File: src/design/lkvc_pkg.sv
package lkvc_pkg;

  localparam int CAP_W = 5;
  localparam logic [CAP_W-1:0] CAP_RESET = 5'd16;
  localparam int DATA_W = 32;

  localparam logic OP_GET = 1'b0;
  localparam logic OP_PUT = 1'b1;

  typedef struct packed {
    logic capture;
    logic compare;
    logic select;
    logic update;
  } lkvc_cmd_t;

  typedef struct packed {
    logic out_free;
  } lkvc_stat_t;

endpackage

File: src/design/lkvc_ram.sv
module lkvc_ram #(
  parameter int WIDTH = 32,
  parameter int DEPTH = 16
) (
  input  logic                                      clk,
  input  logic                                      we,
  input  logic [((DEPTH > 1) ? $clog2(DEPTH) : 1)-1:0] waddr,
  input  logic [WIDTH-1:0]                          wdata,
  input  logic                                      re,
  input  logic [((DEPTH > 1) ? $clog2(DEPTH) : 1)-1:0] raddr,
  output logic [WIDTH-1:0]                          rdata
);

  logic [WIDTH-1:0] mem [DEPTH];

  always_ff @(posedge clk) begin
    if (we) begin
      mem[waddr] <= wdata;
    end
    if (re) begin
      rdata <= mem[raddr];
    end
  end

endmodule

File: src/design/lkvc_ctrl.sv
module lkvc_ctrl
  import lkvc_pkg::*;
(
  input  logic       clk,
  input  logic       rst,
  input  logic       in_valid,
  output logic       in_ready,
  input  lkvc_stat_t stat,
  output lkvc_cmd_t  cmd
);

  typedef enum logic [3:0] {
    ST_IDLE = 4'b0001,
    ST_CMP  = 4'b0010,
    ST_SEL  = 4'b0100,
    ST_UPD  = 4'b1000
  } state_t;

  state_t state, state_next;

  always_comb begin
    state_next = state;
    cmd = '0;
    in_ready = 1'b0;
    case (state)
      ST_IDLE: begin
        in_ready = !rst;
        if (in_valid && !rst) begin
          cmd.capture = 1'b1;
          state_next = ST_CMP;
        end
      end
      ST_CMP: begin
        cmd.compare = 1'b1;
        state_next = ST_SEL;
      end
      ST_SEL: begin
        cmd.select = 1'b1;
        state_next = ST_UPD;
      end
      ST_UPD: begin
        if (stat.out_free) begin
          cmd.update = 1'b1;
          state_next = ST_IDLE;
        end
      end
      default: begin
        state_next = ST_IDLE;
      end
    endcase
  end

  always_ff @(posedge clk) begin
    if (rst) begin
      state <= ST_IDLE;
    end else begin
      state <= state_next;
    end
  end

endmodule

File: src/design/lkvc_datapath.sv
module lkvc_datapath
  import lkvc_pkg::*;
#(
  parameter int ENTRIES = 16
) (
  input  logic              clk,
  input  logic              rst,
  input  lkvc_cmd_t         cmd,
  output lkvc_stat_t        stat,
  input  logic [CAP_W-1:0]  capacity,
  input  logic              in_op,
  input  logic [DATA_W-1:0] in_key,
  input  logic [DATA_W-1:0] in_value,
  output logic              out_valid,
  input  logic              out_ready,
  output logic              out_found,
  output logic [DATA_W-1:0] out_value
);

  localparam int IDX_W = (ENTRIES > 1) ? $clog2(ENTRIES) : 1;
  localparam int CNT_W = $clog2(ENTRIES + 1);
  localparam int CMP_W = (CNT_W > CAP_W) ? CNT_W : CAP_W;
  localparam logic [IDX_W:0] THR_ALL = (IDX_W + 1)'(ENTRIES);
  localparam logic [CMP_W-1:0] CAP_MAX = CMP_W'(ENTRIES);

  logic [DATA_W-1:0] keys [ENTRIES];
  logic [IDX_W-1:0]  ranks [ENTRIES];
  logic [ENTRIES-1:0] valid;
  logic [CNT_W-1:0]  count;

  logic              op_r;
  logic [DATA_W-1:0] key_r;
  logic [DATA_W-1:0] wval_r;

  logic [ENTRIES-1:0] hit_vec;
  logic [ENTRIES-1:0] lru_vec;
  logic [ENTRIES-1:0] free_vec;
  logic               room;

  logic               hit_r;
  logic               insert_r;
  logic               rank_en;
  logic               key_we;
  logic [ENTRIES-1:0] slot_vec;
  logic [IDX_W-1:0]   slot_idx;
  logic [IDX_W:0]     thr;

  logic [CNT_W-1:0]   cnt_m1;
  logic [CMP_W-1:0]   cap_ext;
  logic [CMP_W-1:0]   cap_eff;
  logic [ENTRIES-1:0] free_low;
  logic [ENTRIES-1:0] sel_vec;
  logic [IDX_W-1:0]   sel_idx;
  logic [IDX_W-1:0]   hit_idx;
  logic [IDX_W:0]     sel_thr;
  logic               sel_hit;
  logic               sel_insert;
  logic [DATA_W-1:0]  ram_rdata;

  assign cnt_m1  = count - CNT_W'(1);
  assign cap_ext = CMP_W'(capacity);

  always_comb begin
    if (capacity == '0) begin
      cap_eff = CMP_W'(1);
    end else if (cap_ext > CAP_MAX) begin
      cap_eff = CAP_MAX;
    end else begin
      cap_eff = cap_ext;
    end
  end

  always_ff @(posedge clk) begin
    if (cmd.capture) begin
      op_r   <= in_op;
      key_r  <= in_key;
      wval_r <= in_value;
    end
  end

  // parallel key compare and lru / free search
  always_ff @(posedge clk) begin
    if (cmd.compare) begin
      for (int i = 0; i < ENTRIES; i++) begin
        hit_vec[i]  <= valid[i] && (keys[i] == key_r);
        lru_vec[i]  <= valid[i] && (ranks[i] == cnt_m1[IDX_W-1:0]);
        free_vec[i] <= !valid[i];
      end
      room <= CMP_W'(count) < cap_eff;
    end
  end

  assign free_low   = free_vec & (~free_vec + ENTRIES'(1));
  assign sel_hit    = |hit_vec;
  assign sel_insert = !sel_hit && room && (|free_vec);

  always_comb begin
    hit_idx = '0;
    sel_idx = '0;
    sel_thr = '0;
    if (sel_hit) begin
      sel_vec = hit_vec;
    end else if (sel_insert) begin
      sel_vec = free_low;
    end else begin
      sel_vec = lru_vec;
    end
    for (int i = 0; i < ENTRIES; i++) begin
      if (hit_vec[i]) begin
        hit_idx = hit_idx | IDX_W'(i);
      end
      if (sel_vec[i]) begin
        sel_idx = sel_idx | IDX_W'(i);
        sel_thr = sel_thr | {1'b0, ranks[i]};
      end
    end
    if (sel_insert) begin
      sel_thr = THR_ALL;
    end
  end

  always_ff @(posedge clk) begin
    if (cmd.select) begin
      hit_r    <= sel_hit;
      insert_r <= sel_insert;
      rank_en  <= sel_hit || (op_r == OP_PUT);
      key_we   <= !sel_hit && (op_r == OP_PUT);
      slot_vec <= sel_vec;
      slot_idx <= sel_idx;
      thr      <= sel_thr;
    end
  end

  lkvc_ram #(
    .WIDTH (DATA_W),
    .DEPTH (ENTRIES)
  ) u_values (
    .clk   (clk),
    .we    (cmd.update && (op_r == OP_PUT)),
    .waddr (slot_idx),
    .wdata (wval_r),
    .re    (cmd.select),
    .raddr (hit_idx),
    .rdata (ram_rdata)
  );

  always_ff @(posedge clk) begin
    for (int i = 0; i < ENTRIES; i++) begin
      if (cmd.update && key_we && slot_vec[i]) begin
        keys[i] <= key_r;
      end
    end
  end

  always_ff @(posedge clk) begin
    if (rst) begin
      valid <= '0;
      count <= '0;
      for (int i = 0; i < ENTRIES; i++) begin
        ranks[i] <= '0;
      end
    end else if (cmd.update && rank_en) begin
      for (int i = 0; i < ENTRIES; i++) begin
        if (slot_vec[i]) begin
          ranks[i] <= '0;
        end else if (valid[i] && ({1'b0, ranks[i]} < thr)) begin
          ranks[i] <= ranks[i] + IDX_W'(1);
        end
      end
      if (insert_r) begin
        valid <= valid | slot_vec;
        count <= count + CNT_W'(1);
      end
    end
  end

  // result register
  assign stat.out_free = !out_valid || out_ready;

  always_ff @(posedge clk) begin
    if (rst) begin
      out_valid <= 1'b0;
    end else if (cmd.update) begin
      out_valid <= 1'b1;
    end else if (out_ready) begin
      out_valid <= 1'b0;
    end
  end

  always_ff @(posedge clk) begin
    if (cmd.update) begin
      out_found <= hit_r;
      if (op_r == OP_PUT) begin
        out_value <= '0;
      end else if (hit_r) begin
        out_value <= ram_rdata;
      end else begin
        out_value <= '1;
      end
    end
  end

`ifndef NO_ASSERTIONS
  a_count_matches_valid: assert property (@(posedge clk) disable iff (rst)
    $countones(valid) == 32'(count))
    else $error("entry count differs from valid slots");

  a_single_hit: assert property (@(posedge clk) disable iff (rst)
    cmd.select |-> $onehot0(hit_vec))
    else $error("key stored in more than one slot");

  a_one_slot_updated: assert property (@(posedge clk) disable iff (rst)
    (cmd.update && rank_en) |-> $onehot(slot_vec))
    else $error("update without exactly one target slot");

  a_count_bounded: assert property (@(posedge clk) disable iff (rst)
    32'(count) <= ENTRIES)
    else $error("entry count above slot count");
`endif

endmodule

File: src/design/lru_key_value_cache.sv
// Fully associative key-value cache with least-recently-used replacement over
// ENTRIES slots, of which at most cfg capacity (0 acts as 1, above ENTRIES acts
// as ENTRIES) are filled before the least recent entry is replaced. Each
// transaction passes through the four-step sequencer: accept, parallel key
// compare, slot select with value memory read, then value/rank update. The
// result enters the output register at the end of the update step, and the
// next transaction is accepted in the cycle after that. One result per
// transaction; a get miss returns found 0 and value -1, a put returns value 0.
// A new transaction is accepted while the previous result waits; the update
// step holds until the output register is free. No clearing pass after reset.
module lru_key_value_cache
  import lkvc_pkg::*;
#(
  parameter int ENTRIES = 16
) (
  input  logic             clk,
  input  logic             rst,
  input  logic             cfg_we,
  input  logic [CAP_W-1:0] cfg_wdata,     // capacity_in_use
  input  logic             s_axis_tvalid,
  output logic             s_axis_tready,
  input  logic [63:0]      s_axis_tdata,  // lookup_key, write_value
  input  logic             s_axis_tuser,  // op
  output logic             m_axis_tvalid,
  input  logic             m_axis_tready,
  output logic [31:0]      m_axis_tdata,  // read_value
  output logic             m_axis_tuser   // found
);

  logic [CAP_W-1:0] capacity;
  lkvc_cmd_t        cmd;
  lkvc_stat_t       stat;

  always_ff @(posedge clk) begin
    if (rst) begin
      capacity <= CAP_RESET;
    end else if (cfg_we) begin
      capacity <= cfg_wdata;
    end
  end

  lkvc_ctrl u_ctrl (
    .clk      (clk),
    .rst      (rst),
    .in_valid (s_axis_tvalid),
    .in_ready (s_axis_tready),
    .stat     (stat),
    .cmd      (cmd)
  );

  lkvc_datapath #(
    .ENTRIES (ENTRIES)
  ) u_datapath (
    .clk       (clk),
    .rst       (rst),
    .cmd       (cmd),
    .stat      (stat),
    .capacity  (capacity),
    .in_op     (s_axis_tuser),
    .in_key    (s_axis_tdata[31:0]),
    .in_value  (s_axis_tdata[63:32]),
    .out_valid (m_axis_tvalid),
    .out_ready (m_axis_tready),
    .out_found (m_axis_tuser),
    .out_value (m_axis_tdata)
  );

endmodule

File: config.mk
export PLATFORM = sky130hd
export DESIGN_NAME = lru_key_value_cache
export DESIGN_NICKNAME = d
export VERILOG_FILES = /design/src/design/lkvc_pkg.sv /design/src/design/lkvc_ram.sv /design/src/design/lkvc_ctrl.sv /design/src/design/lkvc_datapath.sv /design/src/design/lru_key_value_cache.sv
export SDC_FILE = /design/constraint.sdc
export NUM_CORES = 2
export LEC_CHECK = 0
export BUFFER_PORTS_ARGS = -buffer_cell sky130_fd_sc_hd__buf_4
export CAP_MARGIN = 20
export CELL_PAD_IN_SITES_DETAIL_PLACEMENT = 1
export CELL_PAD_IN_SITES_GLOBAL_PLACEMENT = 2
export CORE_MARGIN = 1.5
export CORE_UTILIZATION = 46
export DETAILED_ROUTE_END_ITERATION = 8
export PLACE_DENSITY_LB_ADDON = 0.1
export SLEW_MARGIN = 10
export SYNTH_ARGS = -nofsm -noshare
export SYNTH_HDL_FRONTEND = slang
export SYNTH_SLANG_ARGS = --single-unit
File: constraint.sdc
create_clock -name clk -period 10.94 [get_ports clk]
set_clock_uncertainty 0.1 [all_clocks]
set_input_delay 0 -clock clk [delete_from_list [all_inputs] [get_ports clk]]
set_output_delay 0 -clock clk [all_outputs]
set_load 0.005 [all_outputs]
# Word level (Yosys, flattened, before mapping)
# Memory sizes are Yosys's and may differ from the RTL's. A register that Yosys moved wholly into a read port is not among the register bits.
# Index checks and enable logic that the tools add are counted.
op_classes:
  bitwise: 50
  order_cmp: 18
  eq_ne: 38
  reduce_logical: 101
  mux: 273
  addsub: 19
ops:
  columns: ["op", "count"]
  rows:
  - ["== test 32 bit", 16]
  - ["two-way mux 4 bit", 49]
  - ["two-way mux 1 bit", 191]
  - ["two-way mux 5 bit", 17]
  - ["less-than comparator 4 x 5 -> 1 bit", 16]
  - ["logical AND 1 bit", 71]
  - ["bitwise OR 5 x 4 -> 5 bit", 14]
  - ["adder 4 x 1 -> 4 bit, second input constant", 16]
  - ["== test 4 bit", 16]
  - ["two-way mux 16 bit", 2]
  - ["two-way mux 32 bit", 1]
  - ["bitwise OR 1 bit", 32]
  - ["OR reduction 16 bit", 2]
  - ["two-way mux 3 bit", 8]
  - ["logical NOT 1 bit", 19]
  - ["adder 16 x 1 -> 16 bit, second input constant", 1]
  - ["AND 16 bit", 1]
  - ["inverter 16 bit", 1]
  - ["bitwise OR 16 bit", 1]
  - ["one-hot mux 4 bit (4 select lines)", 1]
  - ["two-way mux 2 bit", 4]
  - ["OR reduction 8 bit", 1]
  - ["adder 5 x 1 -> 5 bit, second input constant", 1]
  - ["> comparator 5 bit, second input constant", 1]
  - ["15 further kinds", 17]
totals:
  elab_cells: 526
  output_inout_bits: 35
  inputBits: 75
  ff_bits: 207
  mem_count: 3
  ramBits: 1088
mem_list:
  columns: ["name", "depth", "width", "rd", "rd_ports_with_merged_regs", "write_ports", "line_no", "text"]
  rows:
  - ["u_datapath.keys", 16, 32, 16, 0, 16, "lkvc_datapath.sv:26", "logic [DATA_W-1:0] keys [ENTRIES];"]
  - ["u_datapath.u_values.mem", 16, 32, 1, 1, 1, "lkvc_ram.sv:14", "logic [WIDTH-1:0] mem [DEPTH];"]
  - ["u_datapath.ranks", 16, 4, 16, 0, 16, "lkvc_datapath.sv:27", "logic [IDX_W-1:0] ranks [ENTRIES];"]

# Depth between registers and ports, before layout
depth:
  depth_word: 37
  mapped_depth: 10
  depth_no_buf: 9

# Modules after synthesis
# A second synthesis with hierarchy kept.
hier_totals:
  cells_unflattened: 3193
  area_unflattened_um2: 54513.5
by_module_without_submodules:
  columns: ["module", "instances", "seq_area_each_um2", "area_per_inst_um2", "cells_per_inst"]
  rows:
  - ["lkvc_datapath", 1, 23022.1, 33975.1, 2317]
  - ["lkvc_ram", 1, 16335.7, 20155.6, 838]
  - ["lkvc_ctrl", 1, 80.1, 198.9, 22]
  - ["lru_key_value_cache", 1, 100.1, 183.9, 16]

# Least setup slack after synthesis
# No wires, ideal clock.
synth_path:
  path_type: "register to register"
  from: "register u_ctrl.state[0]"
  to: "register u_ctrl.state[0]"
  t_required_ns: 10.431
  path_buffers: 0
  path_slack_ns: 3.132
  path_stages_with_launch: 3
  synth_period_minus_slack_ns: 7.808
  arrival_time_ns: 7.299
  path_cell_list: "dfxtp_1 > nor4b_1 > o41ai_1"
synth_between:
  elab_chain_cells: 3
  elab_cells_between_ends: 8
  classes_between: "6 x eq/ne; 1 x mux; 1 x reduce/logical"
synth_rtl:
  columns: ["element", "line_no", "text"]
  rows:
  - ["start, declared", "lkvc_ctrl.sv:19", "state_t state, state_next;"]
  - ["start signal, assigned", "lkvc_ctrl.sv:57", "state <= state_next;"]
  - ["== test 4 x 1 -> 1 bit or == test 4 bit (tied branches)", "lkvc_ctrl.sv:25", "case (state)"]
  - ["!= test 2 x 1 -> 1 bit (no line) or != test 2 bit (tied branches)", null, null]
  - ["AND reduction 2 bit (no line)", null, null]
# Parallel ways exist; a longest one is shown, timed or not.
# A chain may end at the register's enable or synchronous reset.

==> results.toml <==
[run_status]
status = "finished clean"

[worst_setup_path]
worst-path-max-fanout = 55
critical_path_arrival_ps = 5090
required_ps = 11220
worstRegToRegCells = 7
crit_type = "flip-flop to flip-flop"
endpoint_kind = "flip-flop"
cp-start-kind = "flip-flop"

[placement]
hpwlAfterDp_mm = 83.1
postPlaceCellArea_um2 = 58200
gp_congestion = 0.797
port_buffers = 109

[die]
row_count = 126
die_w_um = 349
die_area_um2 = 122000
initial_utilization = 0.465
coreArea_um2 = 119000
io_pins = 110
die_h_um = 349

[sta]
setup_viol = 0
worstMarginPinSlew_ps = 1170
timing_hold_violations_final = 0
max_freq_ghz = 0.208
drv_slew = 0
rsz0062_at_grt = "no"
layout_min_cycle_time_ps = 4800
post-route-period-util = 0.439
relSlewSlack = 0.215
setup_tns_ps = 0

[min_path]
min_path_type = "input pin to flip-flop"
holdPathStages = 5

[synth]
synth.net_count = 4018
synth_area_leaders = "edfxtp_1, xnor2_1, nand2_1, xor2_1, nand3_1"
synth_edf_count = 1296
ys_seq_area_frac = 0.717
ys.flop_type = "edfxtp_1"
synth_area_um2 = 55200
yosys.area.top_type = "edfxtp_1"
yosysUniqueCellTypes = 58
yosys_warnings = 0
yosysMostFrequentCell = "edfxtp_1"
synth_seq_cells = 1327
yosys.area.top_type_share = 0.706
async_reset_ff_frac = 0
synth.avg_cell_area_um2 = 14.2
synth_cells = 3873
synthTopCellsByCount = "edfxtp_1, nand2_1, xnor2_1, clkbuf_1, nand3_1"

[clock_tree]
cts_setup_buffers = 0
h-tree-depth = 4
clkLatencyLatePin_ps = 760
cts_tree = "yes"
ctsLongestPathBuffers = 3
cts_buffers = 144
clkTransAtPathRegs_ps = 60
cts.sinks = 1327
cts-root-buf = "clkbuf_16"

[cells_and_area]
fin_nets = 4340
design_area_um2 = 64300
drive_gt1_frac = 0.107
fill_cells = 11500
area_growth_syn_to_layout_pct = 16.6

[grt]
grt.overflow.total = 0
grt_max_degree = 93
grtUsageTotal = 0.252
antenna_found_initial = 2
grt_pass1_vias = 34700
grt_pass1_wl_mm = 227

[detailed_routing]
vias = 33300
dr.pass1.iters = 5
routed_wirelength_mm = 152
ant_nets = 0
first_iter_violations = 2942
post-route-drc-count = 0
vias_per_cell = 5.63
avgRoutedWirePerCell_um = 25.8

[job]
maxCapViolations = 0

[power_and_ir_drop]
power.leakage_nw = 21.6
ir_worst_vdd_mv = 0.138
powerDensity_nw_per_um2 = 165
## report_power, final
part | switching, W | total, W | internal [W]
combinational | 0.000198 | 0.000344 | 0.000146
sequential | 0.0000527 | 0.00565 | 0.00559
clock | 0.00200 | 0.00464 | 0.00264
## kinds of logic (layout without fill, tap and decap cells)
group / count (synthesis) / after routing / synth area share
flops: 1327 / 1327 / 0.717
simple gates: 1201 / 1201 / 0.102
xor+xnor: 613 / 613 / 0.0973
other cells: 0 / 1 / 0
compound gates: 368 / 368 / 0.0476
fa+ha+maj: 70 / 70 / 0.0159
buf+inv: 289 / 726 / 0.0198
mux: 5 / 5 / 0.000907
## layout by cell type (no fill, tap or decap), types with 7 or more instances in the layout
cell type	instances
edfxtp_1	1296
nand2_1	536
xnor2_1	437
buf_4	217
nand3_1	182
xor2_1	174
dlygate4sd3_1	158
clkbuf_16	148
nor2_1	118
nand4_1	106
a21oi_1	101
a311oi_1	96
inv_1	87
and3_1	81
ha_1	70
nor4_1	64
a31oi_1	37
a21o_1	36
clkbuf_1	34
dfxtp_1	31
clkinv_1	31
nor3_1	29
clkinv_2	24
o21ai_0	22
nand2b_1	21
or3_1	12
nor2_4	12
nor2b_1	11
a221oi_1	10
a222oi_1	10
o211ai_1	9
a22oi_1	9
o2111ai_1	7
## registers in the layout (all words and copies together) (netlist names), 16 cells and up
register / cells
u_datapath.valid: 16
u_datapath.lru_vec: 16
u_datapath.u_values.rdata: 32
u_datapath.free_vec: 16
u_datapath.slot_vec: 16
u_datapath.u_values.mem: 512
u_datapath.key_r: 32
u_datapath.wval_r: 32
u_datapath.out_value: 32
u_datapath.ranks: 64
u_datapath.hit_vec: 16
u_datapath.keys: 512
## layer usage
| metal | part of all wire | global-route usage | vias to the layer above |
|---|---|---|---|
| met1 | 0.46 | 0.361 | 17400 |
| met5 | 0 | 0 | - |
| li1 | - | - | 14900 |
| met2 | 0.48 | 0.412 | 804 |
| met4 | 0.016 | 0.0558 | 0 |
| met3 | 0.044 | 0.0305 | 183 |
## path summary, 6_finish.rpt
| check | startpoint | end | slack [ps] |
|---|---|---|---|
| worst min register to register | u_datapath.count[4]$_SDFFE_PP0P_ | u_datapath.count[4]$_SDFFE_PP0P_ | 420 |
| worst max-delay path | u_ctrl.state[0]$_SDFFE_PP1P_ | u_datapath.ranks[0][11]$_SDFFCE_PN0P_ | 6140 |
| worst min-delay path | s_axis_tvalid | u_ctrl.state[0]$_SDFFE_PP1P_ | 100 |
| worst max register to register | u_ctrl.state[0]$_SDFFE_PP1P_ | u_datapath.ranks[0][11]$_SDFFCE_PN0P_ | 6140 |
## worst max-delay path, cell delays in order, from the launching register on
cell and delay (ps):
dfxtp_1 340, or4b_2 750, nor2b_4 130, buf_4 640
nand2_1 810, nor2_1 930, o2111ai_1 380, o211ai_1 330
## metrics by stage
stage / util / hold WS [ps] / worst slack [ps] / total power, W / cells
floorplan: - / -1.13 / 3130 / 0.00591 / 3873
global placement: 0.491 / 77.8 / 6250 / 0.00604 / 5489
detailed placement: 0.491 / 79.3 / 6140 / 0.00605 / 5489
CTS: 0.542 / 48.9 / 6120 / 0.0107 / 5908
global route: 0.542 / 96.0 / 5880 / 0.0109 / 5910
finish: 0.542 / 98.8 / 6140 / 0.0106 / 5911
## timing repair
item | CTS | global route
hold buffers | 158 | 0
gates resized for setup | 0 | 0
hold endpoints to repair | 118 | 0
## area by class of cell
type / count / area, µm² / share of cell area
Antenna cell: 1 / 2.50 / 0.0000389
Clock buffer: 184 / 3860 / 0.0600
Clock inverter: 77 / 597 / 0.00928
Inverter: 88 / 330 / 0.00514
Multi-Input combinational cell: 2257 / 14700 / 0.229
Sequential cell: 1327 / 39500 / 0.615
Tap cell: 1600 / 2000 / 0.0311
Timing Repair Buffer: 377 / 3270 / 0.0508
Note: power is estimated with default switching activity, not from simulation.
